## config.mk

```make
export PLATFORM = sky130hd
export DESIGN_NAME = toh_queue
export DESIGN_NICKNAME = d
export VERILOG_FILES = /design/src/design/toh_pkg.sv /design/src/design/toh_queue.sv
export SDC_FILE = /design/constraint.sdc
export NUM_CORES = 1
export LEC_CHECK = 0
export BUFFER_PORTS_ARGS = -buffer_cell sky130_fd_sc_hd__buf_2
export CORE_MARGIN = 10
export CORE_UTILIZATION = 46
export DETAILED_ROUTE_END_ITERATION = 7
export HOLD_SLACK_MARGIN = 0.02
export PLACE_DENSITY = 0.74
export SYNTH_ARGS = -nofsm -noshare
export SYNTH_HDL_FRONTEND = slang
export SYNTH_SLANG_ARGS = --single-unit
```

## constraint.sdc

```tcl
create_clock -name clock -period 2.2 [get_ports clock]
set_input_delay 0.11 -clock clock [delete_from_list [all_inputs] [get_ports clock]]
set_output_delay 0.11 -clock clock [all_outputs]
set_load 0.02 [all_outputs]
```

## src/design/toh_pkg.sv

```systemverilog
`default_nettype none

package toh_pkg;

   localparam int SPAN        = 8;
   localparam int BIN_SHIFT   = 5;
   localparam int BIN_W       = 16;
   localparam int TILE_FULL_W = BIN_W - BIN_SHIFT;
   localparam int CNT_W       = 4;
   localparam int TILE_W      = 7;
   localparam int AMT_W       = 2 * CNT_W;
   localparam int IDX_W       = 12;
   localparam int OUT_W       = 32;
   localparam int CSR_IDX_W   = 2;

   localparam logic [CSR_IDX_W-1:0] CSR_X_BIN_LIMIT = 2'd0;
   localparam logic [CSR_IDX_W-1:0] CSR_Y_BIN_LIMIT = 2'd1;
   localparam logic [CSR_IDX_W-1:0] CSR_X_TILES     = 2'd2;
   localparam logic [CSR_IDX_W-1:0] CSR_Y_TILES     = 2'd3;

   typedef enum logic [1:0] {
      OP_COUNT = 2'd0,
      OP_READ  = 2'd1,
      OP_CLEAR = 2'd2
   } op_type;

   // per-axis scan result: base tile plus kept-bin counts in base tile and the next one
   typedef struct packed {
      logic [TILE_W-1:0] tile;
      logic [CNT_W-1:0]  cnt_a;
      logic [CNT_W-1:0]  cnt_b;
   } axis_type;

   typedef struct packed {
      op_type            op;
      axis_type          x_axis;
      axis_type          y_axis;
      logic [TILE_W-1:0] y_tiles;
      logic [IDX_W-1:0]  read_index;
   } work_type;

   typedef struct packed {
      logic init_busy;
   } back_status_type;

endpackage

`default_nettype wire

```

## src/design/toh_queue.sv

```systemverilog
`default_nettype none

module toh_queue
   import toh_pkg::*;
(
   input  wire logic     clock,
   input  wire logic     reset,
   input  wire logic     in_valid,
   output logic          in_ready,
   input  var  work_type in_data,
   output logic          out_valid,
   input  wire logic     out_ready,
   output work_type      out_data
);

   work_type   slots_ff [2];
   logic       wr_ptr_ff, wr_ptr_in;
   logic       rd_ptr_ff, rd_ptr_in;
   logic [1:0] fill_ff, fill_in;
   logic       push;
   logic       pop;

   assign in_ready  = (fill_ff != 2'd2);
   assign out_valid = (fill_ff != 2'd0);
   assign out_data  = slots_ff[rd_ptr_ff];
   assign push      = in_valid && in_ready;
   assign pop       = out_valid && out_ready;

   always_comb begin
      wr_ptr_in = push ? !wr_ptr_ff : wr_ptr_ff;
      rd_ptr_in = pop ? !rd_ptr_ff : rd_ptr_ff;
      fill_in   = fill_ff + 2'(push) - 2'(pop);
   end

   always_ff @(posedge clock) begin
      if (reset) begin
         wr_ptr_ff <= 1'b0;
         rd_ptr_ff <= 1'b0;
         fill_ff   <= 2'd0;
      end else begin
         wr_ptr_ff <= wr_ptr_in;
         rd_ptr_ff <= rd_ptr_in;
         fill_ff   <= fill_in;
      end
      if (push) begin
         slots_ff[wr_ptr_ff] <= in_data;
      end
   end

endmodule

`default_nettype wire

```

==> flow_metrics.py <==
metrics = {
    "run_status": {
        "status": "completed",
    },
    "final_layout": {
        "final_util_pct": 64.89,
        "fin_cells": 468,
        "area_delta_synth_final_pct": 36.44,
        "layout-drive-gt1-share_pct": 36.91,
        "n_antenna_cell": 0,
        "nets": 414,
        "fill_cells": 620,
    },
    "routing": {
        "vias_per_cell": 4.677,
        "detail_route.wirelength_mm": 7.623,
        "drtIter0Drc": 56,
        "drc": 0,
        "ant_nets": 0,
        "wl_per_cell_microns": 16.29,
        "dr.pass1.iters": 3,
        "num_vias": 2189,
    },
    "grt": {
        "grt_util_all_layers_pct": 12.17,
        "grt.overflow.total": 0,
        "antenna_found_initial": 0,
        "grt_pass1_vias": 2497,
        "grt_max_degree": 33,
        "grt_pass1_wl_mm": 12.36,
    },
    "clock_tree": {
        "cts.clk_slew.worst_paths_ns": 0.09,
        "clock_sinks": 107,
        "ctsHtreeMaxLevel": 3,
        "cts-root-buf": "clkbuf_8",
        "clock_latency_ns": 0.35,
        "hold_buffers": 52,
        "cts_tree": "yes",
        "cts_buffer_depth": 2,
        "postCtsSetupBuffers": 0,
        "cts_made_buffers": 9,
        "cts_resized": 0,
    },
    "power_and_ir_drop": {
        "p_leak_uw": 0.002040,
        "irDropWorstVdd_mv": 0.6353,
        "power_density_nw_per_um2": 929.5,
    },
    "worst_setup_path": {
        "cp_data_arrival_time_ns": 1.96,
        "critPathMaxFanout": 7,
        "slowest_stage": "dfxtp_1",
        "worst-path-buf-inv": 0,
        "cp-end-kind": "flip-flop",
        "path_class": "reg2reg",
        "worst_path_dominant_cell_family": "simple AND/OR/NAND/NOR gates",
        "required_ns": 2.43,
        "max_stage_delay_ns": 0.43,
        "start_kind": "flip-flop",
        "crit_chain": "nor2b_1 > o21ba_1 > nor2_1 > ha_1 > nor4_1 > nor3_2",
    },
    "sta": {
        "skew_ns": 0.009952,
        "finalMaxSlewViolations": 0,
        "timing.final.crit_share_pct": 78.52,
        "fin_crit_ns": 1.727,
        "slew_headroom_pct": 73.53,
        "fin_tns_setup_ns": 0,
        "worst_pin_slew_ns": 0.3970,
        "setup_violations": 0,
        "holdWs_ns": 0.1377,
        "hold_viol": 0,
        "clock.fmax_ghz": 0.5789,
        "rsz0062_at_grt": "no",
    },
    "synth": {
        "synth-async-reset-ratio_pct": 0,
        "ys_ff_latch": 107,
        "yosys.area.top_type": "edfxtp_1",
        "yosysWarnings": 0,
        "synth_ff_type": "edfxtp_1",
        "synthDistinctLibCells": 23,
        "synthCells": 188,
        "ys_top_cells_by_area": "edfxtp_1 78%, mux2_1 15%, dfxtp_1 2.5%",
        "synthTopCellsByCount": "102 x edfxtp_1, 51 x mux2_1, 6 x buf_2, 5 x dfxtp_1, 4 x nor2_1",
        "synth_seq_area_share_pct": 80.54,
        "synth.net_count": 244,
        "synth_edf_count": 102,
        "yosysMostFrequentCell": "edfxtp_1",
        "synth_top_area_share_pct": 77.99,
        "syn_area_sq_um": 3928,
        "syn_area_per_cell_sq_um": 20.89,
    },
    "place": {
        "gp_congestion": 0.7486,
        "hpwl_mm": 5.122,
        "dpl.cell_count": 400,
        "port_buffers": 107,
    },
    "floorplan": {
        "start_util_pct": 47.56,
        "die_h_microns": 112.4,
        "die_w_microns": 112.4,
        "io_pins": 108,
        "dieArea_sq_um": 12630,
        "fp-row-count": 33,
        "core_sq_um": 8258,
    },
    "job": {
        "drv_cap": 0,
    },
    "worst_hold_path": {
        "hp-class": "in2reg",
    },
}
-- kinds of logic after synthesis --
kind of cell	synth area share [%]
compound gates	1.115
xor+xnor	0.2230
fa+ha+maj	0.3185
buf+inv	0.8601
flops	80.54
mux	14.62
simple gates	2.326
-- routing by layer --
layer,share of wire (%),up-vias,GRT usage [%]
met2,52,60,21.28
li1,-,1074,-
met5,0,-,0
met3,5.8,8,3.940
met1,41,1047,13.60
met4,1.2,0,4.315
-- cells in the final DEF (no fill, tap or decap), types with 2 or more instances in the layout --
| master | instances |
|---|---|
| buf_12 | 2 |
| clkinv_2 | 2 |
| mux2_1 | 51 |
| buf_2 | 107 |
| clkinvlp_4 | 2 |
| buf_4 | 4 |
| dfxtp_1 | 4 |
| nor2b_1 | 2 |
| clkbuf_8 | 9 |
| edfxtp_1 | 102 |
| dlygate4sd3_1 | 52 |
| inv_6 | 2 |
| nor2_1 | 4 |
-- state kept, by name, indices dropped and copies added, names as in the netlist, named ones only --
| signal | flops |
|---|---|
| slots_ff | 102 |
| fill_ff | 2 |
| rd_ptr_ff | 1 |
| wr_ptr_ff | 1 |
-- worst register-to-register path, delay by kind of cell (launching register included) --
family / cells / cell delay (ns)
AND/OR/NAND/NOR: 4 / 0.80
AO/OA/AOI/OAI: 1 / 0.20
adder cells (fa/ha/maj): 1 / 0.20
flip-flops: 1 / 0.43
-- where the power goes --
part / total (uW) / switching (uW) / internal (uW)
Sequential: 2530 / 64.0 / 2470
Combinational: 1280 / 757 / 526
Clock: 1170 / 633 / 532
-- through the flow --
step | instance area, sq um | total power, uW | setup slack, ns
finish | 5359 | 4981 | 0.4726
global route | 5359 | 5232 | 0.3915
detailed placement | 4641 | 3820 | 0.5213
CTS | 5359 | 5056 | 0.5094
global placement | 4641 | 3794 | 0.6984
floorplan | 3933 | 3353 | 0.2554
-- cell type report --
type,instances,area (sq um),area share (%)
inverter,1,7.507,0.1401
tap,105,131.4,2.452
clock inverter,7,73.82,1.378
clock buffer,9,123.9,2.311
multi-input combinational,74,732.0,13.66
timing repair buffer,165,1126,21.01
sequential,107,3164,59.05
-- worst paths after layout --
kind	start	to	slack [ns]	depth (start not counted)
worst max-delay path	fill_ff[1]	fill_ff[1]	0.47	6
worst min register to register	rd_ptr_ff	rd_ptr_ff	0.52	2
worst max register to register	fill_ff[1]	fill_ff[1]	0.47	6
worst min-delay path	in_valid	wr_ptr_ff	0.14	3
(Power assumes the default switching activity.)
