===== src/design/toh_pkg.sv =====
`default_nettype none

package toh_pkg;

   localparam int SPAN        = 8;
   localparam int BIN_SHIFT   = 5;
   localparam int BIN_W       = 16;
   localparam int TILE_FULL_W = BIN_W - BIN_SHIFT;
   localparam int CNT_W       = 4;
   localparam int TILE_W      = 7;
   localparam int AMT_W       = 2 * CNT_W;
   localparam int IDX_W       = 12;
   localparam int OUT_W       = 32;
   localparam int CSR_IDX_W   = 2;

   localparam logic [CSR_IDX_W-1:0] CSR_X_BIN_LIMIT = 2'd0;
   localparam logic [CSR_IDX_W-1:0] CSR_Y_BIN_LIMIT = 2'd1;
   localparam logic [CSR_IDX_W-1:0] CSR_X_TILES     = 2'd2;
   localparam logic [CSR_IDX_W-1:0] CSR_Y_TILES     = 2'd3;

   typedef enum logic [1:0] {
      OP_COUNT = 2'd0,
      OP_READ  = 2'd1,
      OP_CLEAR = 2'd2
   } op_type;

   // per-axis scan result: base tile plus kept-bin counts in base tile and the next one
   typedef struct packed {
      logic [TILE_W-1:0] tile;
      logic [CNT_W-1:0]  cnt_a;
      logic [CNT_W-1:0]  cnt_b;
   } axis_type;

   typedef struct packed {
      op_type            op;
      axis_type          x_axis;
      axis_type          y_axis;
      logic [TILE_W-1:0] y_tiles;
      logic [IDX_W-1:0]  read_index;
   } work_type;

   typedef struct packed {
      logic init_busy;
   } back_status_type;

endpackage

`default_nettype wire


===== src/design/toh_front.sv =====
`default_nettype none

module toh_front
   import toh_pkg::*;
(
   input  wire logic                   clock,
   input  wire logic                   reset,
   input  wire logic                   req_valid,
   output logic                        req_ready,
   input  wire logic [1:0]             req_operation,
   input  wire logic signed [BIN_W-1:0] req_bin_x_low,
   input  wire logic signed [BIN_W-1:0] req_bin_y_low,
   input  wire logic [SPAN-1:0]        req_x_overlap_flags,
   input  wire logic [SPAN-1:0]        req_y_overlap_flags,
   input  wire logic [IDX_W-1:0]       req_read_index,
   input  wire logic                   csr_valid,
   output logic                        csr_ready,
   input  wire logic [CSR_IDX_W-1:0]   csr_index,
   input  wire logic [BIN_W-1:0]       csr_data,
   input  var  back_status_type        status,
   output logic                        q_valid,
   input  wire logic                   q_ready,
   output work_type                    q_data
);

   logic [BIN_W-1:0]  x_bin_limit_ff, x_bin_limit_in;
   logic [BIN_W-1:0]  y_bin_limit_ff, y_bin_limit_in;
   logic [TILE_W-1:0] x_tiles_ff, x_tiles_in;
   logic [TILE_W-1:0] y_tiles_ff, y_tiles_in;
   logic              known_op;

   // walk the flags in order; two clear flags in a row stop the walk
   function automatic axis_type scan_axis(logic [BIN_W-1:0] low, logic [SPAN-1:0] flags,
                                          logic [BIN_W-1:0] limit, logic [TILE_W-1:0] tiles);
      axis_type               r;
      logic                   alive;
      logic                   prev_clear;
      logic [BIN_W:0]         b;
      logic [BIN_W-1:0]       bin;
      logic [TILE_FULL_W-1:0] tl;
      logic [TILE_FULL_W-1:0] base;
      base       = low[BIN_W-1] ? '0 : low[BIN_W-1:BIN_SHIFT];
      r.tile     = base[TILE_W-1:0];
      r.cnt_a    = '0;
      r.cnt_b    = '0;
      alive      = 1'b1;
      prev_clear = 1'b0;
      for (int j = 0; j < SPAN; j++) begin
         b   = {low[BIN_W-1], low} + (BIN_W+1)'(j);
         bin = b[BIN_W-1:0];
         tl  = bin[BIN_W-1:BIN_SHIFT];
         if (alive) begin
            if (!flags[j]) begin
               if (prev_clear) begin
                  alive = 1'b0;
               end
               prev_clear = 1'b1;
            end else begin
               prev_clear = 1'b0;
               if (!b[BIN_W] && (bin < limit) && (tl < TILE_FULL_W'(tiles))) begin
                  if (tl == base) begin
                     r.cnt_a = r.cnt_a + CNT_W'(1);
                  end else begin
                     r.cnt_b = r.cnt_b + CNT_W'(1);
                  end
               end
            end
         end
      end
      return r;
   endfunction

   always_comb begin
      unique case (req_operation)
         OP_COUNT, OP_READ, OP_CLEAR: known_op = 1'b1;
         default:                     known_op = 1'b0;
      endcase
   end

   // unknown codes are taken and dropped
   assign req_ready = !status.init_busy && q_ready;
   assign q_valid   = req_valid && !status.init_busy && known_op;
   assign csr_ready = 1'b1;

   always_comb begin
      q_data.op         = op_type'(req_operation);
      q_data.x_axis     = scan_axis(req_bin_x_low, req_x_overlap_flags, x_bin_limit_ff,
                                    x_tiles_ff);
      q_data.y_axis     = scan_axis(req_bin_y_low, req_y_overlap_flags, y_bin_limit_ff,
                                    y_tiles_ff);
      q_data.y_tiles    = y_tiles_ff;
      q_data.read_index = req_read_index;
   end

   always_comb begin
      x_bin_limit_in = x_bin_limit_ff;
      y_bin_limit_in = y_bin_limit_ff;
      x_tiles_in     = x_tiles_ff;
      y_tiles_in     = y_tiles_ff;
      if (csr_valid && csr_ready) begin
         unique case (csr_index)
            CSR_X_BIN_LIMIT: x_bin_limit_in = csr_data;
            CSR_Y_BIN_LIMIT: y_bin_limit_in = csr_data;
            CSR_X_TILES:     x_tiles_in     = csr_data[TILE_W-1:0];
            CSR_Y_TILES:     y_tiles_in     = csr_data[TILE_W-1:0];
            default: ;
         endcase
      end
   end

   always_ff @(posedge clock) begin
      if (reset) begin
         x_bin_limit_ff <= BIN_W'(2048);
         y_bin_limit_ff <= BIN_W'(2048);
         x_tiles_ff     <= TILE_W'(64);
         y_tiles_ff     <= TILE_W'(64);
      end else begin
         x_bin_limit_ff <= x_bin_limit_in;
         y_bin_limit_ff <= y_bin_limit_in;
         x_tiles_ff     <= x_tiles_in;
         y_tiles_ff     <= y_tiles_in;
      end
   end

endmodule

`default_nettype wire


===== config.mk =====
export PLATFORM = sky130hd
export DESIGN_NAME = toh_front
export DESIGN_NICKNAME = d
export VERILOG_FILES = /design/src/design/toh_pkg.sv /design/src/design/toh_front.sv
export SDC_FILE = /design/constraint.sdc
export NUM_CORES = 1
export LEC_CHECK = 0
export BUFFER_PORTS_ARGS = -buffer_cell sky130_fd_sc_hd__clkbuf_2
export CAP_MARGIN = 20
export CORE_UTILIZATION = 50
export DETAILED_ROUTE_END_ITERATION = 6
export GPL_TIMING_DRIVEN = 0
export PLACE_DENSITY = 0.69
export SYNTH_ARGS = -nofsm -noshare
export SYNTH_HDL_FRONTEND = slang
export SYNTH_SLANG_ARGS = --single-unit

===== constraint.sdc =====
create_clock -name clock -period 10.25 [get_ports clock]
set_input_delay 1.025 -clock clock [delete_from_list [all_inputs] [get_ports clock]]
set_output_delay 1.025 -clock clock [all_outputs]
set_load 0.05 [all_outputs]

==> impl_metrics.toml <==
[run_status]
status = "finished clean"

[cts]
cts_hold_buf = 0
h-tree-depth = 2
clk_path_buf_depth = 2
clk_latency_ns = 0.28
cts_buffers = 5
cts-root-buf = "clkbuf_16"
post_cts_buffers = 0
clk_pin_slew_ns = 0.06
ctsResizeCount = 0
cts_tree = "built"
cts.sinks = 46

[sta]
max_slew_margin_pct = 23.0
skew_ns = 0
setup_violations = 0
worst_pin_slew_ns = 1.15
rsz0062_at_grt = "false"
drv_slew = 0
fin_crit_ns = 9.80
hold_viol = 0
period_share_pct = 95.7
tns_ns = 0
max_freq_ghz = 0.102

[logic_synthesis]
synth_edf_count = 0
synth.avg_cell_area_sq_um = 7.62
async_reset_ff_share_pct = 0
ys.flop_type = "dfxtp_1"
synth_seq_cells = 46
synth_area_sq_um = 16900
synth_top_area_cell = "ha_1"
yosys_warnings = 0
synth_top_area_share_pct = 27.5
yosysSeqAreaShare_pct = 5.45
synthTopCellsByArea = "ha_1 (28%), xnor2_1 (7.8%), dfxtp_1 (5.4%)"
ys_top_cells_by_count = "ha_1 (372), nand2_1 (213), nor2_1 (164)"
ys_types = 116
synth_cells = 2218
yosysMostFrequentCell = "ha_1"

[route]
vias = 18105
wirelength_microns = 68600
viasPerCell = 6.48
postRouteAntennaNets = 0
drc = 0
drtPass1Iterations = 6
initialDrtViolationCount = 1587
detail_route.wl_per_cell_microns = 24.5

[die]
fp.dieH_microns = 186
io_pins = 140
num_rows = 66
initial_core_util_pct = 51.4
dieArea_sq_um = 34500
dieWidth_microns = 186
design.core.area_sq_um = 32900

[global_route]
grt-ovfl-total = 0
first_global_vias = 17226
grt_pass1_wl_microns = 102000
grt_usage_pct = 39.2
grt_start_max_net_pins = 16
antenna_found_initial = 3

[power]
irDropWorstVdd_uv = 87.9
swShare_pct = 48.4
pwr-share-seq_pct = 18.6
internal_power_w = 0.000524
cellPowerDensity_nw_per_um2 = 55.6
clockPowerShare_pct = 18.1
power_frac_comb_pct = 63.3
p_switching_w = 0.000491
p_leak_nw = 7.66

[flow_run]
maxCapViolCount = 0

[final_layout]
syn2layout_area_growth_pct = 8.10
antenna_cells = 0
final_nets = 2811
drive_gt1_share_pct = 11.9
fin_area_sq_um = 18300

[worst_setup_path]
path_max_fanout = 10
critPathRequiredTime_ns = 9.23
critPathCaptureType = "output pin"
critPathKind = "in -> out"
worstPathArrival_ns = 8.78
crit_path_start_kind = "input port"
r2r_setup_slack_ns = 8.89

[placement]
hpwl_microns = 54000
numPortBuffers = 125
place.gp.congestion = 1.05
placedInstanceArea_sq_um = 18100

[hold_path]
min_path_type = "reg -> reg"
==> through the flow <==
stage	hold WS, ns	std cells	util [%]	setup WS [ns]	total power, W
2_1_floorplan	0.435	2219	-	1.33	0.000616
3_3_place_gp	0.443	2786	55.0	0.423	0.000796
3_5_place_dp	0.448	2788	55.1	0.510	0.000814
4_1_cts	0.457	2796	55.6	0.501	0.00100
5_1_grt	0.473	2796	55.6	0.0499	0.00109
6_report	0.454	2796	55.6	0.446	0.00102
==> cells in the final DEF, fill, tap and decap left out, types with 16 or more instances in the layout <==
master,n
nor3_1,56
inv_1,122
nor4_1,38
nor2b_1,25
nand2b_1,24
nand4_1,72
a211oi_1,25
clkbuf_2,126
mux2i_1,24
nand2_1,213
buf_4,23
buf_2,26
a21o_1,44
dfxtp_1,46
clkbuf_1,38
o211ai_1,18
and3_1,16
xor2_1,72
nor2_1,164
nand3_1,76
o21ai_0,72
xnor2_1,151
ha_1,372
a21oi_1,140
==> registers in the layout, indices dropped and copies added, names as in the netlist <==
register and flops:
y_bin_limit_ff 16, x_tiles_ff 7, y_tiles_ff 7, x_bin_limit_ff 16
==> cell families (layout without fill, tap and decap cells) <==
family	Yosys count	in the layout	share of synthesized area [%]
other	2	3	0.0444
AOI/OAI and AO/OA	473	473	19.0
xor gates and xnor gates	236	236	13.2
DFF	46	46	5.45
adders and majority gates	373	373	27.6
muxes	31	31	1.89
and+or+nand+nor	821	821	26.6
buffers and inverters	236	371	6.17
==> routing by layer <==
metal	track usage, %	part of all wire [%]	vias up	wire, microns
li1	-	-	8438	-
met1	46.2	39	8488	26800
met2	64.4	45	910	31000
met3	6.22	7.9	263	5400
met4	28.3	7.8	6	5390
met5	0	0.061	-	42
==> final timing paths <==
path                      startpoint  cells past startpoint                 end
hold / removal     x_bin_limit_ff[8]                      2   x_bin_limit_ff[8]
hold reg to reg    x_bin_limit_ff[8]                      2   x_bin_limit_ff[8]
setup / recovery   req_bin_y_low[12]                     28          q_data[26]
setup reg to reg  y_bin_limit_ff[11]                      3  y_bin_limit_ff[11]
==> layout make-up <==
cell class,instances,area [sq um]
timing repair buffer,127,634
fill,3309,14600
clock buffer,5,125
clock inverter,3,43.8
inverter,130,488
multi-input combinational,1937,15000
sequential,46,921
buffer,106,554
tap,442,553
==> critical path, stage by stage <==
cell and delay (ns):
clkbuf_2 0.12, buf_2 0.28, nand4_2 0.43, nor4_2 0.51, xnor2_1 0.29, ha_1 0.34
a2111oi_0 0.46, nand2_1 0.10, or4b_4 0.57, nor4_4 0.44, mux2i_1 0.52, inv_1 0.13
ha_1 0.33, mux2_2 0.29, and2_1 0.20, ha_1 0.38, a21boi_0 0.16, o21ai_0 0.18
o21ai_0 0.11, ha_1 0.35, o211a_1 0.26, ha_1 0.22, xnor3_1 0.37, nand3_1 0.07
o31ai_1 0.08, nand3_1 0.12, xnor2_1 0.16, clkbuf_2 0.29
==> power by group through the flow <==
stage	logic [W]	clock network (W)	registers (W)
after floorplan	0.000421	0	0.000195
after detailed placement	0.000621	0	0.000193
final	0.000643	0.000184	0.000189
after global placement	0.000603	0	0.000192
after global routing	0.000702	0.000195	0.000189
after CTS	0.000626	0.000186	0.000189
No activity file was read; power rests on OpenSTA's default activity.
